[src/design/cla_pkg.sv]
// Shared types, codes and constants of the console line assembler.
`default_nettype none

package cla_pkg;

  localparam int LINE_MAX  = 32;
  localparam int ADDR_W    = $clog2(LINE_MAX);
  localparam int CNT_W     = 6;
  localparam int CFG_IDX_W = 2;
  localparam int CFG_DAT_W = 6;
  localparam int TOT_W     = 32;

  localparam logic [7:0] CH_BS = 8'd8;
  localparam logic [7:0] CH_LF = 8'd10;
  localparam logic [7:0] CH_CR = 8'd13;
  localparam logic [7:0] CH_SP = 8'd32;

  localparam logic [CFG_IDX_W-1:0] CFG_ECHO  = 2'd0;
  localparam logic [CFG_IDX_W-1:0] CFG_LIMIT = 2'd1;

  typedef logic [3:0] step_t;

  localparam step_t S_IDLE     = 4'd0;
  localparam step_t S_OTH      = 4'd1;
  localparam step_t S_OTH_ECHO = 4'd2;
  localparam step_t S_BS       = 4'd3;
  localparam step_t S_BS_E1    = 4'd4;
  localparam step_t S_BS_E2    = 4'd5;
  localparam step_t S_BS_E3    = 4'd6;
  localparam step_t S_CR       = 4'd7;
  localparam step_t S_CR_E1    = 4'd8;
  localparam step_t S_CR_E2    = 4'd9;
  localparam step_t S_RD       = 4'd10;
  localparam step_t S_SEND     = 4'd11;
  localparam step_t S_END      = 4'd12;

  typedef enum logic [2:0] {
    ACT_NONE,
    ACT_STORE,
    ACT_BACK,
    ACT_CLOSE,
    ACT_ADV
  } act_e;

  typedef enum logic [2:0] {
    SRC_RX,
    SRC_SP,
    SRC_BS,
    SRC_LF,
    SRC_MEM,
    SRC_ZERO
  } src_e;

  typedef enum logic [1:0] {
    KIND_ECHO = 2'd0,
    KIND_LINE = 2'd1,
    KIND_END  = 2'd2
  } kind_e;

  typedef enum logic [1:0] {
    C_ALWAYS,
    C_ECHO,
    C_AT_END,
    C_DISPATCH
  } cond_e;

  typedef enum logic [1:0] {
    CLS_OTHER,
    CLS_BS,
    CLS_CR,
    CLS_LF
  } cls_e;

  typedef struct packed {
    act_e  act;
    logic  emit;
    src_e  src;
    kind_e kind;
    logic  last;
    cond_e cond;
    step_t tgt;
    step_t alt;
  } uword_t;

  typedef struct packed {
    logic   fire;
    uword_t w;
  } ctrl_t;

  typedef struct packed {
    logic echo;
    logic at_end;
    logic out_busy;
    logic accept;
    cls_e cls;
  } stat_t;

endpackage

`default_nettype wire

[src/design/console_line_assembler.sv]
// Console line assembler top level: sequencer, datapath and checks.
//
// Characters enter on the s_axis channel one transaction at a time; results
// leave on m_axis, each with its kind in tuser and tlast on the final result
// of one character. Settings are written through the cfg channel, which is
// always ready; write only while no character is in flight.
// The line store has one read port, so on a carriage return the control
// program spends two steps per line byte (address, send). Input is
// accepted only when the program is back at its idle step.
// Each result sits in a single output register; while the receiver holds
// tready low the program stops at its next send step and accepts nothing.
// Reset empties the line, clears the totals, turns echo off and sets the
// line limit to 32. Stored bytes are not cleared; only written ones are read.
`default_nettype none

module console_line_assembler
  import cla_pkg::*;
(
  input  wire                  clk_i,
  input  wire                  rst_ni,
  input  wire                  s_axis_tvalid,
  output logic                 s_axis_tready,
  input  wire  [7:0]           s_axis_tdata,   // [7:0] rx_byte
  output logic                 m_axis_tvalid,
  input  wire                  m_axis_tready,
  // [7:0] out_byte, [13:8] line_length, [45:14] chars_seen,
  // [77:46] chars_lost, [109:78] lines_done, [111:110] zero
  output logic [111:0]         m_axis_tdata,
  output logic                 m_axis_tlast,
  output logic [1:0]           m_axis_tuser,   // [1:0] kind
  input  wire                  cfg_valid_i,
  output logic                 cfg_ready_o,
  input  wire  [CFG_IDX_W-1:0] cfg_index_i,
  input  wire  [CFG_DAT_W-1:0] cfg_data_i
);

  ctrl_t            ctrl;
  stat_t            stat;
  logic             accept;
  kind_e            okind;
  logic [7:0]       obyte;
  logic [CNT_W-1:0] olen;
  logic [TOT_W-1:0] oseen, olost, olines;

  assign accept      = s_axis_tvalid && s_axis_tready;
  assign cfg_ready_o = 1'b1;

  cla_useq u_useq (
    .clk_i      (clk_i),
    .rst_ni     (rst_ni),
    .stat_i     (stat),
    .ctrl_o     (ctrl),
    .in_ready_o (s_axis_tready)
  );

  cla_datapath u_dp (
    .clk_i       (clk_i),
    .rst_ni      (rst_ni),
    .ctrl_i      (ctrl),
    .accept_i    (accept),
    .rx_i        (s_axis_tdata),
    .cfg_valid_i (cfg_valid_i),
    .cfg_index_i (cfg_index_i),
    .cfg_data_i  (cfg_data_i),
    .out_ready_i (m_axis_tready),
    .stat_o      (stat),
    .out_valid_o (m_axis_tvalid),
    .out_kind_o  (okind),
    .out_byte_o  (obyte),
    .out_len_o   (olen),
    .out_last_o  (m_axis_tlast),
    .out_seen_o  (oseen),
    .out_lost_o  (olost),
    .out_lines_o (olines)
  );

  assign m_axis_tuser = okind;
  assign m_axis_tdata = {2'b00, olines, olost, oseen, olen, obyte};

  a_end_is_last: assert property (@(posedge clk_i) disable iff (!rst_ni)
    m_axis_tvalid && (m_axis_tuser == KIND_END) |-> m_axis_tlast)
    else $error("line end without last");

  a_line_not_last: assert property (@(posedge clk_i) disable iff (!rst_ni)
    m_axis_tvalid && (m_axis_tuser == KIND_LINE) |-> !m_axis_tlast)
    else $error("line byte marked last");

  a_len_only_end: assert property (@(posedge clk_i) disable iff (!rst_ni)
    m_axis_tvalid && (m_axis_tuser != KIND_END) |-> (m_axis_tdata[13:8] == '0))
    else $error("length on non-end result");

  a_end_zero_byte: assert property (@(posedge clk_i) disable iff (!rst_ni)
    m_axis_tvalid && (m_axis_tuser == KIND_END) |-> (m_axis_tdata[7:0] == 8'd0))
    else $error("line end carries a byte");

endmodule

`default_nettype wire

[src/design/cla_useq.sv]
// Microcode sequencer: control store, step counter and jump logic.
`default_nettype none

module cla_useq
  import cla_pkg::*;
(
  input  wire   clk_i,
  input  wire   rst_ni,
  input  stat_t stat_i,
  output ctrl_t ctrl_o,
  output logic  in_ready_o
);

  function automatic uword_t rom(input step_t a);
    uword_t u;
    u = '{ACT_NONE, 1'b0, SRC_ZERO, KIND_ECHO, 1'b0, C_ALWAYS, S_IDLE, S_IDLE};
    case (a)
      S_IDLE:     u = '{ACT_NONE,  1'b0, SRC_ZERO, KIND_ECHO, 1'b0, C_DISPATCH, S_IDLE, S_IDLE};
      S_OTH:      u = '{ACT_STORE, 1'b0, SRC_ZERO, KIND_ECHO, 1'b0, C_ECHO, S_OTH_ECHO, S_IDLE};
      S_OTH_ECHO: u = '{ACT_NONE,  1'b1, SRC_RX,   KIND_ECHO, 1'b1, C_ALWAYS, S_IDLE, S_IDLE};
      S_BS:       u = '{ACT_BACK,  1'b0, SRC_ZERO, KIND_ECHO, 1'b0, C_ECHO, S_BS_E1, S_IDLE};
      S_BS_E1:    u = '{ACT_NONE,  1'b1, SRC_RX,   KIND_ECHO, 1'b0, C_ALWAYS, S_BS_E2, S_BS_E2};
      S_BS_E2:    u = '{ACT_NONE,  1'b1, SRC_SP,   KIND_ECHO, 1'b0, C_ALWAYS, S_BS_E3, S_BS_E3};
      S_BS_E3:    u = '{ACT_NONE,  1'b1, SRC_BS,   KIND_ECHO, 1'b1, C_ALWAYS, S_IDLE, S_IDLE};
      S_CR:       u = '{ACT_CLOSE, 1'b0, SRC_ZERO, KIND_ECHO, 1'b0, C_ECHO, S_CR_E1, S_RD};
      S_CR_E1:    u = '{ACT_NONE,  1'b1, SRC_RX,   KIND_ECHO, 1'b0, C_ALWAYS, S_CR_E2, S_CR_E2};
      S_CR_E2:    u = '{ACT_NONE,  1'b1, SRC_LF,   KIND_ECHO, 1'b0, C_ALWAYS, S_RD, S_RD};
      S_RD:       u = '{ACT_NONE,  1'b0, SRC_ZERO, KIND_ECHO, 1'b0, C_AT_END, S_END, S_SEND};
      S_SEND:     u = '{ACT_ADV,   1'b1, SRC_MEM,  KIND_LINE, 1'b0, C_ALWAYS, S_RD, S_RD};
      S_END:      u = '{ACT_NONE,  1'b1, SRC_ZERO, KIND_END,  1'b1, C_ALWAYS, S_IDLE, S_IDLE};
      default:    u = '{ACT_NONE,  1'b0, SRC_ZERO, KIND_ECHO, 1'b0, C_ALWAYS, S_IDLE, S_IDLE};
    endcase
    return u;
  endfunction

  step_t  upc_q, upc_d;
  step_t  nxt;
  uword_t w;
  logic   fire;

  always_comb begin
    w    = rom(upc_q);
    fire = !(w.emit && stat_i.out_busy);
    case (w.cond)
      C_ALWAYS: nxt = w.tgt;
      C_ECHO:   nxt = stat_i.echo ? w.tgt : w.alt;
      C_AT_END: nxt = stat_i.at_end ? w.tgt : w.alt;
      C_DISPATCH: begin
        if (!stat_i.accept) begin
          nxt = S_IDLE;
        end else begin
          case (stat_i.cls)
            CLS_BS:  nxt = S_BS;
            CLS_CR:  nxt = S_CR;
            CLS_LF:  nxt = S_IDLE;
            default: nxt = S_OTH;
          endcase
        end
      end
      default: nxt = S_IDLE;
    endcase
    upc_d = fire ? nxt : upc_q;
  end

  always_ff @(posedge clk_i or negedge rst_ni) begin
    if (!rst_ni) begin
      upc_q <= S_IDLE;
    end else begin
      upc_q <= upc_d;
    end
  end

  assign ctrl_o     = '{fire: fire, w: w};
  assign in_ready_o = (upc_q == S_IDLE);

endmodule

`default_nettype wire

[src/design/cla_datapath.sv]
// Datapath: line store, fill and read index, totals, settings and result register.
`default_nettype none

module cla_datapath
  import cla_pkg::*;
(
  input  wire                  clk_i,
  input  wire                  rst_ni,
  input  ctrl_t                ctrl_i,
  input  wire                  accept_i,
  input  wire  [7:0]           rx_i,
  input  wire                  cfg_valid_i,
  input  wire  [CFG_IDX_W-1:0] cfg_index_i,
  input  wire  [CFG_DAT_W-1:0] cfg_data_i,
  input  wire                  out_ready_i,
  output stat_t                stat_o,
  output logic                 out_valid_o,
  output kind_e                out_kind_o,
  output logic [7:0]           out_byte_o,
  output logic [CNT_W-1:0]     out_len_o,
  output logic                 out_last_o,
  output logic [TOT_W-1:0]     out_seen_o,
  output logic [TOT_W-1:0]     out_lost_o,
  output logic [TOT_W-1:0]     out_lines_o
);

  logic [7:0]       mem [LINE_MAX];
  logic [7:0]       rd_q;
  logic [7:0]       rx_q;
  logic             echo_q;
  logic [CNT_W-1:0] limit_q;
  logic [CNT_W-1:0] fill_q, fill_d;
  logic [CNT_W-1:0] len_q, len_d;
  logic [CNT_W-1:0] idx_q, idx_d;
  logic [TOT_W-1:0] seen_q, seen_d;
  logic [TOT_W-1:0] lost_q, lost_d;
  logic [TOT_W-1:0] lines_q, lines_d;
  logic [CNT_W-1:0] lim;
  logic             mem_we;
  logic             emit;
  logic [7:0]       byte_sel;
  cls_e             cls;

  logic             ov_q;
  kind_e            okind_q;
  logic [7:0]       obyte_q;
  logic [CNT_W-1:0] olen_q;
  logic             olast_q;
  logic [TOT_W-1:0] oseen_q, olost_q, olines_q;

  always_comb begin
    case (rx_i)
      CH_BS:   cls = CLS_BS;
      CH_CR:   cls = CLS_CR;
      CH_LF:   cls = CLS_LF;
      default: cls = CLS_OTHER;
    endcase
  end

  assign lim = (limit_q < CNT_W'(LINE_MAX)) ? limit_q : CNT_W'(LINE_MAX);

  always_comb begin
    fill_d  = fill_q;
    len_d   = len_q;
    idx_d   = idx_q;
    seen_d  = seen_q;
    lost_d  = lost_q;
    lines_d = lines_q;
    mem_we  = 1'b0;
    if (accept_i) begin
      seen_d = seen_q + TOT_W'(1);
    end
    if (ctrl_i.fire) begin
      case (ctrl_i.w.act)
        ACT_STORE: begin
          if (fill_q < lim) begin
            mem_we = 1'b1;
            fill_d = fill_q + CNT_W'(1);
          end else begin
            lost_d = lost_q + TOT_W'(1);
          end
        end
        ACT_BACK: begin
          if (fill_q != '0) begin
            fill_d = fill_q - CNT_W'(1);
          end
        end
        ACT_CLOSE: begin
          lines_d = lines_q + TOT_W'(1);
          len_d   = fill_q;
          idx_d   = '0;
          fill_d  = '0;
        end
        ACT_ADV:  idx_d = idx_q + CNT_W'(1);
        default:  ;
      endcase
    end
  end

  always_comb begin
    case (ctrl_i.w.src)
      SRC_RX:  byte_sel = rx_q;
      SRC_SP:  byte_sel = CH_SP;
      SRC_BS:  byte_sel = CH_BS;
      SRC_LF:  byte_sel = CH_LF;
      SRC_MEM: byte_sel = rd_q;
      default: byte_sel = 8'd0;
    endcase
  end

  assign emit = ctrl_i.fire && ctrl_i.w.emit;

  always_ff @(posedge clk_i) begin
    if (mem_we) begin
      mem[fill_q[ADDR_W-1:0]] <= rx_q;
    end
    rd_q <= mem[idx_q[ADDR_W-1:0]];
  end

  always_ff @(posedge clk_i or negedge rst_ni) begin
    if (!rst_ni) begin
      echo_q  <= 1'b0;
      limit_q <= CNT_W'(32);
      fill_q  <= '0;
      len_q   <= '0;
      idx_q   <= '0;
      seen_q  <= '0;
      lost_q  <= '0;
      lines_q <= '0;
      ov_q    <= 1'b0;
    end else begin
      if (cfg_valid_i) begin
        case (cfg_index_i)
          CFG_ECHO:  echo_q  <= cfg_data_i[0];
          CFG_LIMIT: limit_q <= cfg_data_i;
          default:   ;
        endcase
      end
      fill_q  <= fill_d;
      len_q   <= len_d;
      idx_q   <= idx_d;
      seen_q  <= seen_d;
      lost_q  <= lost_d;
      lines_q <= lines_d;
      if (emit) begin
        ov_q <= 1'b1;
      end else if (out_ready_i) begin
        ov_q <= 1'b0;
      end
    end
  end

  always_ff @(posedge clk_i) begin
    if (accept_i) begin
      rx_q <= rx_i;
    end
    if (emit) begin
      okind_q  <= ctrl_i.w.kind;
      obyte_q  <= byte_sel;
      olen_q   <= (ctrl_i.w.kind == KIND_END) ? len_q : '0;
      olast_q  <= ctrl_i.w.last;
      oseen_q  <= seen_q;
      olost_q  <= lost_q;
      olines_q <= lines_q;
    end
  end

  assign stat_o = '{echo: echo_q, at_end: (idx_q == len_q),
                    out_busy: (ov_q && !out_ready_i), accept: accept_i, cls: cls};

  assign out_valid_o = ov_q;
  assign out_kind_o  = okind_q;
  assign out_byte_o  = obyte_q;
  assign out_len_o   = olen_q;
  assign out_last_o  = olast_q;
  assign out_seen_o  = oseen_q;
  assign out_lost_o  = olost_q;
  assign out_lines_o = olines_q;

endmodule

`default_nettype wire

[config.mk]
export PLATFORM = sky130hd
export DESIGN_NAME = console_line_assembler
export DESIGN_NICKNAME = d
export VERILOG_FILES = /design/src/design/cla_pkg.sv /design/src/design/console_line_assembler.sv /design/src/design/cla_useq.sv /design/src/design/cla_datapath.sv
export SDC_FILE = /design/constraint.sdc
export NUM_CORES = 1
export LEC_CHECK = 0
export ABC_AREA = 1
export BUFFER_PORTS_ARGS = -buffer_cell sky130_fd_sc_hd__buf_2
export CAP_MARGIN = 0
export CORE_MARGIN = 1.5
export CORE_UTILIZATION = 61
export CTS_CLUSTER_SIZE = 40
export DETAILED_ROUTE_END_ITERATION = 10
export GPL_TIMING_DRIVEN = 0
export PLACE_DENSITY = 0.78
export SLEW_MARGIN = 15
export SYNTH_ARGS = -nofsm -noshare
export SYNTH_HDL_FRONTEND = slang
export SYNTH_SLANG_ARGS = --single-unit
[constraint.sdc]
create_clock -name clk_i -period 6.9 [get_ports clk_i]
set_clock_uncertainty 0.05 [all_clocks]
set_input_delay 0.345 -clock clk_i [delete_from_list [all_inputs] [get_ports clk_i]]
set_output_delay 0.345 -clock clk_i [all_outputs]
set_load 0.01 [all_outputs]
==> metrics.txt <==
final hold vios 0; Yosys reg bits 511; Achievable Freq 339 MHz; WL per Instance 20.4 um; clk sinks 511; largest cells by area after synthesis edfxtp_1 51%, dfrtp_1 14%, nand2_1 8.3%, nor2_1 5.0%, o21ai_0 3.7%; hold path cells 3; hold endpoint u_dp.limit_q[5]; std cell rows 69; worst path arrival time 3.11 ns; Yosys cell types 51; clk root buf clkbuf_16; routed vias 16400; Max Cap Violations 0; Clk Latency, worst-skew pair 0.58 ns; placed insts 2686; critical path peak fanout 8; Final Non-Filler Cells 2803; sequential area share after synthesis 0.659; reg2reg setup slack 3.95 ns; Layout area overhead 14.9%; status finished with violations; Post-synth EDFFs 377; hpwl dp 38900 um; CP Capture Type flip-flop; Tightest Hold Check Type primary input to flip-flop; max-slew violations 0; final setup violation count 0; VDD IR max 0.000310 V; Port Buffer Count 135; RD Place Congestion 0.996; Combinational Power Share 0.288; Fill cells 2556; top_reg_cell synth edfxtp_1; First-pass DRT Iterations 9; Synth Cell Area 22200 sq um; Die H 194 um; R2R Path Start u_dp.limit_q[5]; WL final 57100 um; syn avg cell area 10.7 sq um; post-layout power 9.87 mW; post-CTS setup buffers 0; failing checks DRC; overflow left after global routing 0; die area 37600 sq um; RSZ-0062 raised after global routing no; first-pass GRT wire length 89800 um; Nets 2342; CP required 7.05 ns; 1st-iter DRT viols 1808; critical path's slowest cell nor2_1; setup ws final 3.95 ns; reg2reg path depth 8; vias per cell 5.86; initial antenna violation count 0; internal power 6.40 mW; Slew headroom 0.338; GR Util All Layers 0.309; area leader, netlist edfxtp_1; Final Cycle Share 0.428; Worst-Margin Slew 0.993 ns; num ports 139; H-tree Lvls 2; minimum clock period 2.95 ns; cell count after synthesis 2084; Sw Pwr 3.47 mW; maximum buffer depth of the clock tree 3; Residual DRC 1; Clock transition at path regs 0.06 ns; post-route ant nets 0; Switching Fraction 0.351; Startpoint Class flip-flop; Hold Buf Count CTS 15; Cell Pwr Density 387 nW/um^2; worst path cell trace inv_1 -> ha_1 -> a21oi_1 -> o21a_1 -> o21ai_4 -> nor2_8 -> nand3_2 -> nor2_1; vias in the first global route 16300; most common cell in the netlist nand2_1; CTS tree done; diodes inserted 0; Flop pwr share 0.440; Initial Util 0.622; dpl ws 3.93 ns; yosys warns 0; PostCTS Resize Cnt 0; CTS buffer count 50; core area 35700 sq um; fraction of registers with async set/reset 0.247; WS Path Type flip-flop to flip-flop; share of layout cells above drive strength 1 0.132; pin count of the biggest net entering global routing 71; clock network fraction of design power 0.271; Post-synth top cells 493 x nand2_1, 377 x edfxtp_1, 295 x nor2_1; Synth top area share 0.510; LEAKAGE 10.1 nW; crit path launch u_dp.limit_q[5]; critical path's largest stage delay 0.78 ns; Die W 194 um; Final Util 0.714; HP Start cfg_data_i[5]; RR Endpoint u_dp.mem[10][6]
[layer usage]
metal	routed length, um	GRT usage
met1	22100	0.398
met2	27800	0.522
met3	4880	0.0546
met4	2260	0.132
met5	0	0
[placed cells by master (no fill, tap or decap), drive strengths merged]
cell type / netlist / routed
dfstp: 1 / 1
a31oi: 3 / 3
o22ai: 10 / 10
dfrtp: 125 / 125
bufinv: 0 / 3
a21oi: 24 / 24
nand2b: 1 / 1
clkbuf: 35 / 102
nand2: 500 / 500
nor2: 308 / 308
a22o: 5 / 5
nand3: 114 / 114
nand4: 29 / 29
nor3: 45 / 45
o21ai: 173 / 173
conb: 2 / 3
xor2: 58 / 58
nor4: 5 / 5
edfxtp: 377 / 377
dlygate4sd3: 0 / 15
clkinv: 2 / 22
mux2: 4 / 4
inv: 128 / 128
buf: 37 / 185
ha: 20 / 20
xnor2: 18 / 18
nor2b: 1 / 1
a21boi: 2 / 2
dfxtp: 8 / 8
nand3b: 11 / 11
o211ai: 25 / 25
nor3b: 1 / 1
clkinvlp: 0 / 4
o21a: 1 / 1
fa: 1 / 1
or2: 2 / 2
o221ai: 8 / 8
[worst max-delay path by stage]
stage	endpoint	slack [ns]	cells after the start
floorplan	u_dp.out_byte_o[0]	0.71	5
global placement	u_dp.out_lines_o[25]	-1.53	5
detailed placement	u_dp.mem[26][0]	3.93	8
CTS	u_dp.mem[26][3]	3.94	8
global route	u_dp.mem[27][7]	3.76	8
finish	u_dp.mem[10][6]	3.95	8
[registers in the layout, indices dropped and copies added, names as in the netlist, 2 cells and up]
signal / flops
u_dp.len_q: 6
u_dp.lost_q: 32
u_dp.rd_q: 8
u_dp.idx_q: 6
u_dp.out_kind_o: 2
u_dp.mem: 256
u_dp.lines_q: 32
u_dp.out_byte_o: 8
u_dp.seen_q: 32
u_dp.out_lost_o: 32
u_dp.fill_q: 6
u_dp.out_len_o: 6
u_dp.limit_q: 6
u_dp.out_lines_o: 32
u_dp.out_seen_o: 32
u_useq.upc_q: 4
u_dp.rx_q: 8
[per-stage QoR]
stage / setup TNS (ns) / hold WS, ns / cell area (sq um)
final: 0 / 0.0362 / 25500
after global routing: 0 / 0.0363 / 25500
after CTS: 0 / 0.0128 / 25400
after detailed placement: 0 / 0.360 / 23600
after global placement: -172.06 / 0.387 / 23500
after floorplan: 0 / -0.000591 / 22200
[layout make-up]
class / instances / area (sq um) / share of cell area
clock buffers: 67 / 1380 / 0.0539
multi-input cells: 1372 / 6760 / 0.265
flip-flops and latches: 511 / 14600 / 0.573
plain buffers: 72 / 340 / 0.0133
well taps: 461 / 577 / 0.0226
clock inverters: 27 / 245 / 0.00961
inverters: 130 / 488 / 0.0191
repair buffers: 163 / 1100 / 0.0431
[kinds of logic (layout without fill, tap and decap cells)]
logic type,count (synthesis),in the layout,share of synthesized area
xor+xnor,76,76,0.0300
other cells,2,3,0.000338
simple gates,1017,1017,0.196
fa+ha+maj,21,21,0.0122
compound gates,251,251,0.0633
buf+inv,202,459,0.0373
flops,511,511,0.659
mux,4,4,0.00203
[critical path, delay by kind of cell (launching register included)]
family | cells | cell delay (ns)
AO/OA/AOI/OAI | 3 | 0.44
buffers and inverters | 1 | 0.10
adder cells (fa/ha/maj) | 1 | 0.33
AND/OR/NAND/NOR | 3 | 1.14
flip-flops | 1 | 0.52
[power by group through the flow]
stage | logic [mW] | registers (mW) | clock network, mW
after detailed placement | 2.72 | 4.44 | 0
after CTS | 2.74 | 4.39 | 2.69
after floorplan | 1.51 | 4.52 | 0
after global placement | 2.58 | 4.55 | 0
after global routing | 3.11 | 4.40 | 2.81
final | 2.85 | 4.35 | 2.68
Power figures use the tool's default switching activity.
